### src/rtl/core/cfp_pkg.sv
package cfp_pkg;

  // byte and field widths
  localparam int unsigned ByteW = 8;
  localparam int unsigned TargetW = 16;
  localparam int unsigned CfgIdxW = 2;
  localparam int unsigned PayloadBytes = 4;
  localparam int unsigned PayloadIdxW = $clog2(PayloadBytes);

  typedef logic [ByteW-1:0] byte_t;
  typedef logic [CfgIdxW-1:0] cfg_idx_t;
  typedef logic signed [TargetW-1:0] target_t;

  // register reset values
  localparam byte_t HEADER_FIRST_RESET = 8'hAA;
  localparam byte_t HEADER_SECOND_RESET = 8'h55;
  localparam byte_t COMMAND_TYPE_RESET = 8'h10;

  // length byte that a velocity command must carry
  localparam byte_t FRAME_PAYLOAD_LEN = byte_t'(PayloadBytes);

  // register indexes
  typedef enum logic [CfgIdxW-1:0] {
    REG_HEADER_FIRST = 2'd0,
    REG_HEADER_SECOND = 2'd1,
    REG_COMMAND_TYPE = 2'd2
  } cfg_reg_t;

  typedef struct packed {
    byte_t header_first;
    byte_t header_second;
    byte_t command_type;
  } cfg_t;

  // one decoded command, valid for the item just consumed
  typedef struct packed {
    logic valid;
    target_t speed_target;
    target_t turn_rate_target;
  } result_t;

endpackage

### src/rtl/core/cfp_cfg_regs.sv
module cfp_cfg_regs (
  input  logic              clk,
  input  logic              rst,
  input  logic              cfg_write,
  input  cfp_pkg::cfg_idx_t cfg_index,
  input  cfp_pkg::byte_t    cfg_data,
  output cfp_pkg::cfg_t     cfg
);
  import cfp_pkg::*;

  // register file, writes beyond the last index are dropped
  always_ff @(posedge clk) begin
    if (rst) begin
      cfg.header_first <= HEADER_FIRST_RESET;
      cfg.header_second <= HEADER_SECOND_RESET;
      cfg.command_type <= COMMAND_TYPE_RESET;
    end else if (cfg_write) begin
      case (cfg_index)
        REG_HEADER_FIRST: cfg.header_first <= cfg_data;
        REG_HEADER_SECOND: cfg.header_second <= cfg_data;
        REG_COMMAND_TYPE: cfg.command_type <= cfg_data;
        default: ;
      endcase
    end
  end

endmodule

### src/rtl/core/cfp_in_reg.sv
module cfp_in_reg (
  input  logic           clk,
  input  logic           rst,
  input  logic           in_valid,
  output logic           in_ready,
  input  cfp_pkg::byte_t rx_byte,
  input  logic           take,
  output logic           held_valid,
  output cfp_pkg::byte_t held_byte
);
  import cfp_pkg::*;

  // register is free when empty or being consumed this cycle
  assign in_ready = !held_valid || take;

  // occupancy flag
  always_ff @(posedge clk) begin
    if (rst) begin
      held_valid <= 1'b0;
    end else if (in_ready) begin
      held_valid <= in_valid;
    end
  end

  // byte holding register
  always_ff @(posedge clk) begin
    if (in_ready && in_valid) begin
      held_byte <= rx_byte;
    end
  end

endmodule

### src/rtl/core/cfp_parse.sv
module cfp_parse (
  input  logic             clk,
  input  logic             rst,
  input  cfp_pkg::cfg_t    cfg,
  input  logic             take,
  input  cfp_pkg::byte_t   rx,
  output cfp_pkg::result_t res
);
  import cfp_pkg::*;

  typedef enum logic [2:0] {
    PH_HUNT_FIRST = 3'd0,
    PH_HUNT_SECOND = 3'd1,
    PH_TYPE = 3'd2,
    PH_LEN = 3'd3,
    PH_PAYLOAD = 3'd4,
    PH_CHECK = 3'd5
  } phase_t;

  localparam logic [PayloadIdxW-1:0] LastIdx = PayloadIdxW'(PayloadBytes - 1);

  phase_t                 phase, phase_next;
  byte_t                  frame_kind, frame_kind_next;
  logic [PayloadIdxW-1:0] byte_index, byte_index_next;
  byte_t                  running_sum, running_sum_next;
  byte_t                  payload [PayloadBytes];
  byte_t                  sum_add;

  assign sum_add = running_sum + rx;

  // next state and result for the byte in the input register
  always_comb begin
    phase_next = phase;
    frame_kind_next = frame_kind;
    byte_index_next = byte_index;
    running_sum_next = running_sum;
    res.valid = 1'b0;
    res.speed_target = target_t'({payload[1], payload[0]});
    res.turn_rate_target = target_t'({payload[3], payload[2]});
    case (phase)
      PH_HUNT_FIRST: begin
        phase_next = (rx == cfg.header_first) ? PH_HUNT_SECOND : PH_HUNT_FIRST;
      end
      PH_HUNT_SECOND: begin
        phase_next = (rx == cfg.header_second) ? PH_TYPE : PH_HUNT_FIRST;
      end
      PH_TYPE: begin
        frame_kind_next = rx;
        running_sum_next = rx;
        phase_next = PH_LEN;
      end
      PH_LEN: begin
        running_sum_next = sum_add;
        byte_index_next = '0;
        phase_next = (frame_kind == cfg.command_type && rx == FRAME_PAYLOAD_LEN)
                     ? PH_PAYLOAD : PH_HUNT_FIRST;
      end
      PH_PAYLOAD: begin
        running_sum_next = sum_add;
        byte_index_next = byte_index + 1'b1;
        if (byte_index == LastIdx) begin
          phase_next = PH_CHECK;
        end
      end
      PH_CHECK: begin
        res.valid = take && (rx == running_sum);
        phase_next = PH_HUNT_FIRST;
      end
      default: begin
        phase_next = PH_HUNT_FIRST;
      end
    endcase
  end

  // parser state
  always_ff @(posedge clk) begin
    if (rst) begin
      phase <= PH_HUNT_FIRST;
      frame_kind <= '0;
      byte_index <= '0;
      running_sum <= '0;
    end else if (take) begin
      phase <= phase_next;
      frame_kind <= frame_kind_next;
      byte_index <= byte_index_next;
      running_sum <= running_sum_next;
    end
  end

  // payload store, every entry written in the frame before it is read
  always_ff @(posedge clk) begin
    if (take && phase == PH_PAYLOAD) begin
      payload[byte_index] <= rx;
    end
  end

endmodule

### src/rtl/core/cfp_out_reg.sv
module cfp_out_reg (
  input  logic              clk,
  input  logic              rst,
  input  logic              take,
  input  cfp_pkg::result_t  res,
  output logic              out_valid,
  input  logic              out_ready,
  output cfp_pkg::target_t  speed_target,
  output cfp_pkg::target_t  turn_rate_target
);
  import cfp_pkg::*;

  // take only happens when this slot is empty or draining
  always_ff @(posedge clk) begin
    if (rst) begin
      out_valid <= 1'b0;
    end else if (take) begin
      out_valid <= res.valid;
    end else if (out_ready) begin
      out_valid <= 1'b0;
    end
  end

  // result data
  always_ff @(posedge clk) begin
    if (take && res.valid) begin
      speed_target <= res.speed_target;
      turn_rate_target <= res.turn_rate_target;
    end
  end

endmodule

### src/rtl/core/command_frame_parser_top.sv
// Velocity command frame parser. One received byte per item on the rx_byte
// channel; the block hunts for the two header bytes, checks the type and a
// length of 4, gathers four payload bytes and compares the checksum byte with
// the 8-bit sum of type, length and payload. A good frame gives one item of
// signed little-endian speed_target and turn_rate_target; a bad frame gives
// nothing and the parser goes back to hunting for the first header. Each byte
// is held in an input register and parsed by the state logic, and any result
// lands in the output register, so a byte can be taken every cycle while the
// output side keeps up. The checksum byte passes through the input register
// and then the output register before its result shows. The user must write
// registers 0 to 2 (first header, second header, command type) through
// cfg_write only while the channel is idle; the block does not enforce this.
module command_frame_parser_top (
  input  logic              clk,
  input  logic              rst,
  input  logic              cfg_write,
  input  cfp_pkg::cfg_idx_t cfg_index,
  input  cfp_pkg::byte_t    cfg_data,
  input  logic              in_valid,
  output logic              in_ready,
  input  cfp_pkg::byte_t    rx_byte,
  output logic              out_valid,
  input  logic              out_ready,
  output cfp_pkg::target_t  speed_target,
  output cfp_pkg::target_t  turn_rate_target
);
  import cfp_pkg::*;

  cfg_t    cfg;
  result_t res;
  logic    held_valid;
  byte_t   held_byte;
  logic    take;

  // consume the held byte whenever the result slot can take its outcome
  assign take = held_valid && (!out_valid || out_ready);

  cfp_cfg_regs u_cfg_regs (
    .clk       (clk),
    .rst       (rst),
    .cfg_write (cfg_write),
    .cfg_index (cfg_index),
    .cfg_data  (cfg_data),
    .cfg       (cfg)
  );

  cfp_in_reg u_in_reg (
    .clk        (clk),
    .rst        (rst),
    .in_valid   (in_valid),
    .in_ready   (in_ready),
    .rx_byte    (rx_byte),
    .take       (take),
    .held_valid (held_valid),
    .held_byte  (held_byte)
  );

  cfp_parse u_parse (
    .clk  (clk),
    .rst  (rst),
    .cfg  (cfg),
    .take (take),
    .rx   (held_byte),
    .res  (res)
  );

  cfp_out_reg u_out_reg (
    .clk              (clk),
    .rst              (rst),
    .take             (take),
    .res              (res),
    .out_valid        (out_valid),
    .out_ready        (out_ready),
    .speed_target     (speed_target),
    .turn_rate_target (turn_rate_target)
  );

endmodule

### config.mk
export PLATFORM = sky130hd
export DESIGN_NAME = command_frame_parser_top
export DESIGN_NICKNAME = d
export VERILOG_FILES = /design/src/rtl/core/cfp_pkg.sv /design/src/rtl/core/cfp_cfg_regs.sv /design/src/rtl/core/cfp_in_reg.sv /design/src/rtl/core/cfp_parse.sv /design/src/rtl/core/cfp_out_reg.sv /design/src/rtl/core/command_frame_parser_top.sv
export SDC_FILE = /design/constraint.sdc
export NUM_CORES = 1
export LEC_CHECK = 0
export BUFFER_PORTS_ARGS = -buffer_cell sky130_fd_sc_hd__buf_2
export CAP_MARGIN = 20
export CORE_MARGIN = 1.5
export CORE_UTILIZATION = 45
export DETAILED_ROUTE_END_ITERATION = 6
export HOLD_SLACK_MARGIN = 0.03
export PLACE_DENSITY = 0.7
export SETUP_SLACK_MARGIN = 0.05
export SLEW_MARGIN = 20
export SYNTH_ARGS = -nofsm -noshare
export SYNTH_HDL_FRONTEND = slang
export SYNTH_SLANG_ARGS = --single-unit
### constraint.sdc
create_clock -name clk -period 4.1 [get_ports clk]
set_input_delay 0.205 -clock clk [delete_from_list [all_inputs] [get_ports clk]]
set_output_delay 0.205 -clock clk [all_outputs]
set_load 0.05 [all_outputs]
==> results by group, run 1 <==
Cells and area
  • Share of layout cells above drive strength 1: 0.217
  • Final #Nets: 465
  • Area grow syn2layout: 23.8%
  • ANT cells: 0

STA
  • Tmin final: 2.47 ns
  • Worst Skew: 0.0105 ns
  • Relative slew margins: 0.533
  • Worst Max-Slew Pin Slew: 0.700 ns
  • Fmax: 406 MHz
  • Final setup TNS: 0 ns
  • Max Slew Vio Count: 0
  • # setup viols final: 0
  • Unrepaired setup endpoints after global routing: no
  • Final worst-path cycle share: 0.601
  • Fin. Hold Viols: 0

Synth
  • Syn avg cell area: 13.5 um2
  • Top area cells in the synthesized netlist: edfxtp_1 46%, dfxtp_1 20%, mux2i_1 7.0%
  • Yosys top cell area share: 0.460
  • Async S/R FF share, synth: 0
  • Area leader, netlist: edfxtp_1
  • Unique masters post-synth: 45
  • Mapped Nets: 383
  • Most used flip-flop cell after synthesis: edfxtp_1
  • Yosys warns: 0
  • Syn Inst Count: 348
  • Synthesized flop and latch total: 119
  • Post-synth EDFFs: 72
  • Seq/Total Area, Yosys: 0.660
  • Syn Std Cell Area: 4700 um2

Route
  • Drt pass-1 iters: 4
  • DRC violations left: 0
  • Vias per cell: 5.12
  • WL/cell: 16.4 um
  • DRT Wirelength: 9470 um
  • Via Count: 2967
  • Detail Route Antenna Nets: 0
  • DR iter-0 viols: 163

Clocking
  • CTS resizes: 0
  • H-tree depth: 4
  • Max clock buf depth: 2
  • Sink Count: 119
  • Root Buffer: clkbuf_8
  • Clock-pin slew on the worst setup and hold paths: 0.06 ns
  • Worst-skew pair later-pin latency: 0.53 ns
  • Post-CTS setup buffers: 0
  • CTS tree: done
  • CTS Buf Count: 17

Placed design
  • Hpwl dp: 6190 um
  • GP Congestion: 0.862
  • Port buffer count: 56

Pwr
  • PwrDens: 471 nW/um2
  • Leakage: 2.27 nW
  • Worst VDD drop: 0.269 mV
  • Power Total: 2.74 mW

Setup path
  • Slowest library cell on the worst path: edfxtp_1
  • Crit-path cells: ha_1, or4_1, nor3_4, buf_4
  • Worst setup SP type: flip-flop
  • CP max FO: 33
  • Crit path kind: flip-flop to flip-flop
  • Worst Path Arrival: 2.65 ns
  • Critical path required time: 4.29 ns
  • Max stage delay on crit path: 0.58 ns
  • CP endpoint kind: flip-flop

Min path
  • Hold crit path type: input port to flip-flop

GRT
  • Most Crowded Layer GR: met2
  • Total grt overflow: 0
  • First-pass GRT wire length: 15400 um
  • Met3 usage: 0.0611
  • Initial antenna violation count: 0
  • Number of global-route vias before repair: 3018
  • Largest net degree at the start of global routing: 35
  • Routing usage on met2: 0.322
  • GRT Total Usage: 0.189
  • Met1 usage: 0.217

Floorplanning
  • Core box area: 10200 um2
  • DIE WIDTH: 105 um
  • Die H: 105 um
  • Initial Util: 0.459
  • Top-level I/O count: 57
  • # rows: 37
  • Die footprint: 11100 um2

Outcome
  • Status: finished clean

Run
  • Max Cap Viol: 0
[cells by family after synthesis]
logic type	synth area share
and+or+nand+nor	0.103
adders and majority gates	0.0335
buffers and inverters	0.0165
DFF	0.660
AOI/OAI and AO/OA	0.0679
muxes	0.0703
xor gates and xnor gates	0.0484
[critical path, delay by kind of cell, from the launching register on]
| kind | cells | cell delay, ns |
|---|---|---|
| adder cells (fa/ha/maj) | 1 | 0.43 |
| buffers and inverters | 1 | 0.37 |
| flip-flops | 1 | 0.58 |
| AND/OR/NAND/NOR | 2 | 0.74 |
[where the power goes]
| part | switching [mW] | internal (mW) |
|---|---|---|
| combinational | 0.0483 | 0.0523 |
| clock | 0.569 | 0.761 |
| sequential | 0.0308 | 1.28 |
| total | 0.648 | 2.09 |
[registers in the layout (all words and copies together) (netlist names)]
signal / count
speed_target: 16
turn_rate_target: 16
u_cfg_regs.cfg: 24
u_in_reg.held_byte: 8
u_in_reg.held_valid: 1
u_out_reg.out_valid: 1
u_parse.byte_index: 2
u_parse.frame_kind: 8
u_parse.payload: 32
u_parse.phase: 3
u_parse.running_sum: 8
[path summary, 6_finish.rpt]
| check | start | to | slack, ns | depth (start not counted) |
|---|---|---|---|---|
| setup / recovery | u_in_reg.held_byte[4]$_DFFE_PP_ | speed_target[1]$_DFFE_PP_ | 1.63 | 4 |
| hold / removal | out_ready | u_out_reg.out_valid$_SDFFE_PP0P_ | 0.05 | 3 |
| setup reg to reg | u_in_reg.held_byte[4]$_DFFE_PP_ | speed_target[1]$_DFFE_PP_ | 1.63 | 4 |
| hold reg to reg | u_parse.payload[3][4]$_DFFE_PP_ | turn_rate_target[12]$_DFFE_PP_ | 0.41 | 0 |
[final cells by class]
type,count,area (um2)
Fill cell,850,4410
Inverter,6,22.5
Clock buffer,19,432
Timing Repair Buffer,75,465
Sequential cell,119,3100
Clock inverter,13,97.6
Tap cell,136,170
Multi-Input combinational cell,211,1530
[cells in the final DEF (no fill, tap or decap), types with 3 or more instances in the layout]
cell type / n
a211oi_1: 6
a21oi_1: 9
and2_1: 5
buf_2: 56
clkbuf_16: 16
clkinv_2: 3
clkinv_4: 3
clkinvlp_4: 4
dfxtp_1: 47
dlygate4sd3_1: 17
edfxtp_1: 72
ha_1: 11
inv_1: 6
inv_6: 3
mux2i_1: 33
nand2_1: 16
nand2b_1: 5
nand3_1: 5
nand3b_1: 3
nand4_1: 6
nor2_1: 39
nor2b_1: 3
nor4_1: 3
o21a_1: 3
o21ai_0: 6
o221ai_1: 3
or4_1: 3
xnor2_1: 24
[stage by stage]
| stage | hold slack [ns] | area, um2 | util | worst slack [ns] | cells |
|---|---|---|---|---|---|
| CTS | 0.0386 | 5820 | 0.569 | 1.63 | 579 |
| floorplan | 0.304 | 4710 | - | 0.943 | 348 |
| global placement | 0.387 | 5120 | 0.501 | 1.67 | 530 |
| detailed placement | 0.384 | 5120 | 0.501 | 1.64 | 530 |
| global route | 0.0458 | 5820 | 0.569 | 1.50 | 579 |
| finish | 0.0498 | 5820 | 0.569 | 1.63 | 579 |
[metal layers]
metal,vias up,part of all wire
met2,105,0.51
met4,0,0.024
met5,-,0
met1,1410,0.41
met3,15,0.061
li1,1437,-
[cell usage after synthesis, drive strengths merged, types with 3 or more instances]
cell    count
edfxtp     72
dfxtp      47
nor2       39
mux2i      33
xnor2      24
nand2      16
ha         11
a21oi      10
a211oi      8
clkbuf      8
inv         6
nand4       6
o21ai       6
and2        5
nand2b      5
nand3       5
buf         4
nand3b      3
nor2b       3
nor4        3
o21a        3
o221ai      3
or4         3
[timing repair]
action,in CTS,in global routing
hold endpoints to repair,33,0
setup endpoints to repair,0,0
hold buffers,17,0
(Power assumes the default switching activity.)
==> run 2: changes to the inputs <==
PLACE_DENSITY = 0.67   (was 0.7)
clock period = 2.5 ns   (was 4.1 ns; I/O delays follow)
==> run 2 against run 1 <==
Via count up 1.7%. First-iteration DRC count up 17%. Maximum frequency rose by 21%. Sequential share of layout area shrank 1.9 points. Die area stayed put. Hold slack better by 0.067 ns. Clock skew about the same. Sequential power grew 62%. Critical path type unchanged. Highest routed layer unchanged.
==> results by group, run 2 (same netlist as run 1, synthesis figures left out) <==
Outcome
  • Status: finished clean

Floorplanning
  • DIE WIDTH: 105 um (unchanged)
  • # rows: 37 (unchanged)
  • Top-level I/O count: 57 (unchanged)
  • Die footprint: 11100 um2 (unchanged)
  • Die H: 105 um (unchanged)
  • Core box area: 10200 um2 (unchanged)
  • Initial Util: 0.459 (unchanged)

Run
  • Max Cap Viol: 0 (unchanged)

Pwr
  • Worst VDD drop: 0.382 mV (+42%)
  • Sequential share of power: 0.454 (-0.024)
  • Leakage: 2.35 nW (+3.6%)
  • Net Sw Frac: 0.222 (-0.0145)
  • Switch Pwr: 1.04 mW (+60%)
  • PwrDens: 774 nW/um2 (+64%)
  • Internal power: 3.63 mW (+73%)
  • Power Total: 4.67 mW (+70%)
  • Clock power share: 0.495 (+0.010)
  • Combinational share of power: 0.051 (+0.014)

Setup path
  • Crit-path cells: ha_4, or4_4, nor3_4, buf_12
  • Worst Path Arrival: 2.25 ns (-0.40 ns)
  • Crit path kind: flip-flop to flip-flop
  • Worst setup SP type: flip-flop
  • CP max FO: 32 (-3.0%)
  • Max stage delay on crit path: 0.54 ns (-0.04 ns)
  • Slowest library cell on the worst path: or4_4
  • CP endpoint kind: flip-flop
  • Critical path required time: 2.71 ns (-1.58 ns)

STA
  • Tmin final: 2.04 ns (-0.422 ns)
  • # setup viols final: 0 (unchanged)
  • Worst hold slack: 0.117 ns (+0.0674 ns)
  • Max Slew Vio Count: 0 (unchanged)
  • Final setup TNS: 0 ns (unchanged)
  • Final worst-path cycle share: 0.817 (+0.216)
  • Fin. Hold Viols: 0 (unchanged)
  • Final WS setup: 0.457 ns (-1.18 ns)
  • Worst Max-Slew Pin Slew: 0.589 ns (-0.111 ns)
  • Fmax: 489 MHz (+21%)
  • Worst Skew: 0.0105 ns (+0.0000412 ns)
  • Unrepaired setup endpoints after global routing: no
  • Relative slew margins: 0.607 (+0.0742)

Clocking
  • CTS Buf Count: 17 (unchanged)
  • Max clock buf depth: 2 (unchanged)
  • CTS resizes: 0 (unchanged)
  • CTS tree: done
  • Clock-pin slew on the worst setup and hold paths: 0.07 ns (about the same)
  • Sink Count: 119 (unchanged)
  • Root Buffer: clkbuf_8
  • H-tree depth: 4 (unchanged)
  • Worst-skew pair later-pin latency: 0.52 ns (about the same)

Route
  • DRC violations left: 0 (unchanged)
  • DR iter-0 viols: 190 (+17%)
  • DRT Wirelength: 9540 um (+0.73%)
  • Detail Route Antenna Nets: 0 (unchanged)
  • WL/cell: 16.1 um (-1.3%)
  • Vias per cell: 5.11 (-0.35%)
  • Drt pass-1 iters: 4 (unchanged)
  • Via Count: 3018 (+1.7%)

Cells and area
  • Post-Layout Cell Count: 591 (+2.1%)
  • Most frequent cells in the layout: 72 x edfxtp_1, 56 x buf_2, 47 x dfxtp_1
  • Design Area, Final: 6040 um2 (+3.7%)
  • # fillers: 807 (-5.1%)
  • Layout Utilization: 0.590 (+0.0209)
  • Final #Nets: 477 (+2.6%)
  • Top flop regs: u_parse.payload: 32 flops, u_cfg_regs.cfg: 24 flops
  • Commonest non-fill, non-tap cell in the layout: edfxtp_1
  • Area grow syn2layout: 28.4%
  • ANT cells: 0 (unchanged)
  • Largest register FFs: 32 (unchanged)
  • Share of layout cells above drive strength 1: 0.246 (+0.0294)
  • Top reg by flops: u_parse.payload

Placed design
  • GP Congestion: 0.861 (about the same)
  • Port buffer count: 56 (unchanged)
  • Hpwl dp: 6040 um (-2.3%)
  • DP Area: 5280 um2 (+3.0%)
  • Pre-CTS setup slack: 0.474 ns (-1.17 ns)
  • Placed cells: 540 (+1.9%)

GRT
  • Total grt overflow: 0 (unchanged)
  • First-pass GRT wire length: 15000 um (-2.6%)
  • Number of global-route vias before repair: 2852 (-5.5%)
  • GRT Total Usage: 0.185 (-0.00375)
  • Largest net degree at the start of global routing: 34 (-2.9%)
  • Initial antenna violation count: 0 (unchanged)

Min path
  • Hold crit path type: input port to flip-flop
-- run 2: changes by cell type in the layout (fill, tap and decap cells not counted) --
cell           change
buf_4              +9
dlygate4sd3_1      +2
bufinv_16          +2
clkinvlp_4         -2
buf_12             +1
or4_4              +1
ha_4               +5
clkinv_4           +1
or4_1              -1
clkbuf_8           -1
ha_1               -5
-- run 2: layer usage --
layer | global-route usage | vias up | share of wire
met5 | 0 | - | 0
met4 | 0.0939 | 0 | 0.027
met3 | 0.0543 | 23 | 0.048
met2 | 0.300 | 95 | 0.49
met1 | 0.225 | 1436 | 0.44
li1 | - | 1464 | -
-- run 2: final cells by class --
class | count | area [um2] | area share
clock buffer | 18 | 418 | 0.0692
sequential | 119 | 3100 | 0.514
multi-input combinational | 211 | 1600 | 0.265
clock inverter | 14 | 151 | 0.0251
inverter | 6 | 22.5 | 0.00373
tap | 136 | 170 | 0.0282
timing repair buffer | 87 | 573 | 0.0949
-- run 2: path summary, 6_finish.rpt --
kind | slack (ns) | end | depth (start not counted) | startpoint
worst min register to register | 0.41 | turn_rate_target[1]$_DFFE_PP_ | 0 | u_parse.payload[2][1]$_DFFE_PP_
worst min-delay path | 0.12 | u_cfg_regs.cfg[17]$_SDFFE_PP1P_ | 3 | rst
worst max register to register | 0.46 | speed_target[6]$_DFFE_PP_ | 4 | u_in_reg.held_byte[1]$_DFFE_PP_
worst max-delay path | 0.46 | speed_target[6]$_DFFE_PP_ | 4 | u_in_reg.held_byte[1]$_DFFE_PP_
-- run 2: what timing repair did --
action | 4_1_cts | 5_1_grt
endpoints found under the hold margin | 34 | 0
setup buffers | 0 | 0
hold buffers | 19 | 0
-- run 2: critical path: cells and delay by family, from the launching register on --
| family | cells | cell delay, ns |
|---|---|---|
| DFF | 1 | 0.51 |
| buffers and inverters | 1 | 0.23 |
| adders and majority gates | 1 | 0.27 |
| and+or+nand+nor | 2 | 0.73 |
-- run 2: power by group through the flow --
stage | Combinational, mW | Clock [mW] | Sequential (mW)
2_1_floorplan | 0.110 | 0 | 2.17
5_1_grt | 0.255 | 2.45 | 2.12
4_1_cts | 0.236 | 2.35 | 2.12
6_report | 0.237 | 2.31 | 2.12
3_3_place_gp | 0.210 | 0 | 2.16
3_5_place_dp | 0.212 | 0 | 2.16
==> run 3: changes to the inputs <==
clock period = 1.9 ns   (was 2.5 ns; I/O delays follow)
==> run 3 against run 2 <==
Die area stayed put. Via count increased by 4.3%. Global-route usage grew 1.7 points. Clock skew shrank 0.0022 ns. Utilization increased by 3.7 points. Largest power group unchanged. Sequential cell count is the same. Routed wire length up 8.2%. Critical path depth is 1 higher. Largest cell class unchanged. Power grew 38%. First-iteration DRC count decreased by 32%. The flow now finishes with violations (negative setup slack). Design area rose by 6.2%. Non-clock buffer count grew 26.
==> results by group, run 3 (same netlist as run 1, synthesis figures left out) <==
Clocking
  • Clock-pin slew on the worst setup and hold paths: 0.06 ns (about the same)
  • Sink Count: 119 (unchanged)
  • CTS tree: done
  • CTS Buf Count: 17 (unchanged)
  • H-tree depth: 4 (unchanged)
  • Root Buffer: clkbuf_8
  • Worst-skew pair later-pin latency: 0.52 ns (about the same)
  • Max clock buf depth: 2 (unchanged)

Floorplanning
  • DIE WIDTH: 105 um (unchanged)
  • Core box area: 10200 um2 (unchanged)
  • Die H: 105 um (unchanged)
  • Initial Util: 0.459 (unchanged)
  • Top-level I/O count: 57 (unchanged)
  • # rows: 37 (unchanged)
  • Die footprint: 11100 um2 (unchanged)

Setup path
  • Worst R2R Path Depth: 5 (+1)
  • Crit path kind: flip-flop to flip-flop
  • Worst setup SP type: flip-flop
  • Worst Path Arrival: 2.21 ns (-0.04 ns)
  • FF-to-FF End: speed_target[4]$_DFFE_PP_
  • CP max FO: 16 (-50%)
  • CP endpoint kind: flip-flop
  • Setup slack, reg-to-reg: -0.09 ns (-0.54 ns)
  • Reg2reg start: u_in_reg.held_byte[1]$_DFFE_PP_
  • Critical path required time: 2.12 ns (-0.59 ns)

Cells and area
  • # fillers: 764 (-5.3%)
  • Top flop regs: u_parse.payload: 32 flops, u_cfg_regs.cfg: 24 flops
  • Multi-input gate area: 1670 um2 (+4.3%)
  • ANT cells: 0 (unchanged)
  • Most frequent cells in the layout: 72 x edfxtp_1, 56 x buf_2, 46 x dfxtp_1
  • Area grow syn2layout: 36.4%
  • Top reg by flops: u_parse.payload
  • Final #Nets: 503 (+5.5%)
  • Largest register FFs: 32 (unchanged)
  • Sequential cell area: 3100 um2 (about the same)
  • Share of layout cells above drive strength 1: 0.310 (+0.0636)
  • Commonest non-fill, non-tap cell in the layout: edfxtp_1
  • Design Area, Final: 6410 um2 (+6.2%)

Outcome
  • Failing checks: negative setup slack
  • Status: finished with violations

Route
  • DRC violations left: 0 (unchanged)
  • Via Count: 3149 (+4.3%)
  • DRT Wirelength: 10300 um (+8.2%)
  • Detail Route Antenna Nets: 0 (unchanged)
  • Vias per cell: 5.10 (about the same)
  • WL/cell: 16.7 um (+3.6%)
  • Drt pass-1 iters: 4 (unchanged)
  • DR iter-0 viols: 129 (-32%)

Pwr
  • Power Total: 6.43 mW (+38%)
  • Combinational share of power: 0.053 (+0.002)
  • Leakage: 2.54 nW (+7.9%)
  • Switch Pwr: 1.37 mW (+32%)
  • Worst VDD drop: 0.546 mV (+43%)
  • Internal power: 5.06 mW (+39%)
  • Net Sw Frac: 0.213 (-0.00884)
  • Sequential share of power: 0.434 (-0.020)
  • PwrDens: 1000 nW/um2 (+30%)
  • Clock power share: 0.513 (+0.018)

Placed design
  • Port buffer count: 56 (unchanged)
  • Hpwl dp: 6650 um (+10%)
  • DP Area: 5470 um2 (+3.6%)
  • Pre-CTS setup slack: -0.0749 ns (-0.549 ns)
  • GP Congestion: 0.917 (+6.5%)

STA
  • Final WS setup: -0.0867 ns (-0.543 ns)
  • Fmax: 503 MHz (+2.9%)
  • Fin. Hold Viols: 0 (unchanged)
  • Worst Skew: 0.00832 ns (-0.00222 ns)
  • Max Slew Vio Count: 0 (unchanged)
  • Worst Max-Slew Pin Slew: 0.575 ns (-0.0142 ns)
  • Final worst-path cycle share: 1.05 (+0.228)
  • Relative slew margins: 0.616 (+0.00832)
  • # setup viols final: 33 (+33)
  • Unrepaired setup endpoints after global routing: yes
  • Tmin final: 1.99 ns (-0.0567 ns)

Run
  • Max Cap Viol: 0 (unchanged)

GRT
  • Number of global-route vias before repair: 3125 (+9.6%)
  • GRT Total Usage: 0.202 (+0.0169)
  • Initial antenna violation count: 0 (unchanged)
  • First-pass GRT wire length: 16200 um (+8.3%)
  • Total grt overflow: 0 (unchanged)
  • Largest net degree at the start of global routing: 34 (unchanged)

Min path
  • Worst hold stages: 5 (+2)
  • Hold crit path type: input port to flip-flop
  • Min-delay src: cfg_index[1]
  • Hold worst-path end: u_cfg_regs.cfg[17]$_SDFFE_PP1P_
## run 3: per-stage QoR
step | std cells | setup TNS, ns | hold slack [ns] | util
final | 617 | -2.59 | 0.113 | 0.627
after floorplan | 348 | -20.88 | 0.194 | -
after global placement | 559 | -0.142 | 0.273 | 0.534
after CTS | 616 | -2.05 | 0.0843 | 0.620
after global routing | 617 | -4.85 | 0.136 | 0.627
after detailed placement | 559 | -2.38 | 0.279 | 0.534
## run 3: critical path, cell delays in order, from the launching register on
cell and delay, ns:
edfxtp_1 0.44, ha_4 0.26, or4_4 0.55, nor3_4 0.13
buf_4 0.15, buf_12 0.14
## run 3: worst max path at each step
| stage | startpoint | endpoint | slack [ns] | cells after the start |
|---|---|---|---|---|
| floorplan | u_in_reg.held_byte[1]$_DFFE_PP_ | speed_target[0]$_DFFE_PP_ | -0.64 | 3 |
| global placement | u_in_reg.held_byte[5]$_DFFE_PP_ | speed_target[4]$_DFFE_PP_ | -0.007 | 5 |
| detailed placement | u_in_reg.held_byte[1]$_DFFE_PP_ | speed_target[0]$_DFFE_PP_ | -0.07 | 4 |
| CTS | u_in_reg.held_byte[1]$_DFFE_PP_ | turn_rate_target[8]$_DFFE_PP_ | -0.07 | 5 |
| global route | u_in_reg.held_byte[1]$_DFFE_PP_ | speed_target[12]$_DFFE_PP_ | -0.15 | 5 |
| finish | u_in_reg.held_byte[1]$_DFFE_PP_ | speed_target[4]$_DFFE_PP_ | -0.09 | 5 |
## run 3: layer usage
layer	up-vias	global-route usage	part of all wire
met2	102	0.346	0.53
met4	0	0.0988	0.026
met1	1512	0.228	0.40
met3	23	0.0624	0.045
met5	-	0	0
li1	1512	-	-
## run 3: area by class of cell
| cell class | instances | share of cell area |
|---|---|---|
| Sequential cell | 119 | 0.484 |
| Inverter | 6 | 0.00351 |
| Tap cell | 136 | 0.0265 |
| Clock inverter | 15 | 0.0312 |
| Timing Repair Buffer | 113 | 0.130 |
| Clock buffer | 17 | 0.0646 |
| Multi-Input combinational cell | 211 | 0.260 |
## run 3: timing repair
| item | CTS | global route |
|---|---|---|
| resized for setup | 3 | 12 |
| setup buffers | 3 | 1 |
| pin swaps | 0 | 4 |
| hold buffers | 21 | 0 |
| endpoints found under the setup margin | 36 | 40 |
| cloned | 1 | 0 |
| endpoints found under the hold margin | 34 | 0 |
## run 3: power groups by stage
stage | logic (mW) | clock network (mW) | registers, mW
finish | 0.344 | 3.30 | 2.79
global route | 0.371 | 3.48 | 2.79
CTS | 0.334 | 3.35 | 2.79
detailed placement | 0.294 | 0 | 2.84
global placement | 0.288 | 0 | 2.84
floorplan | 0.145 | 0 | 2.86
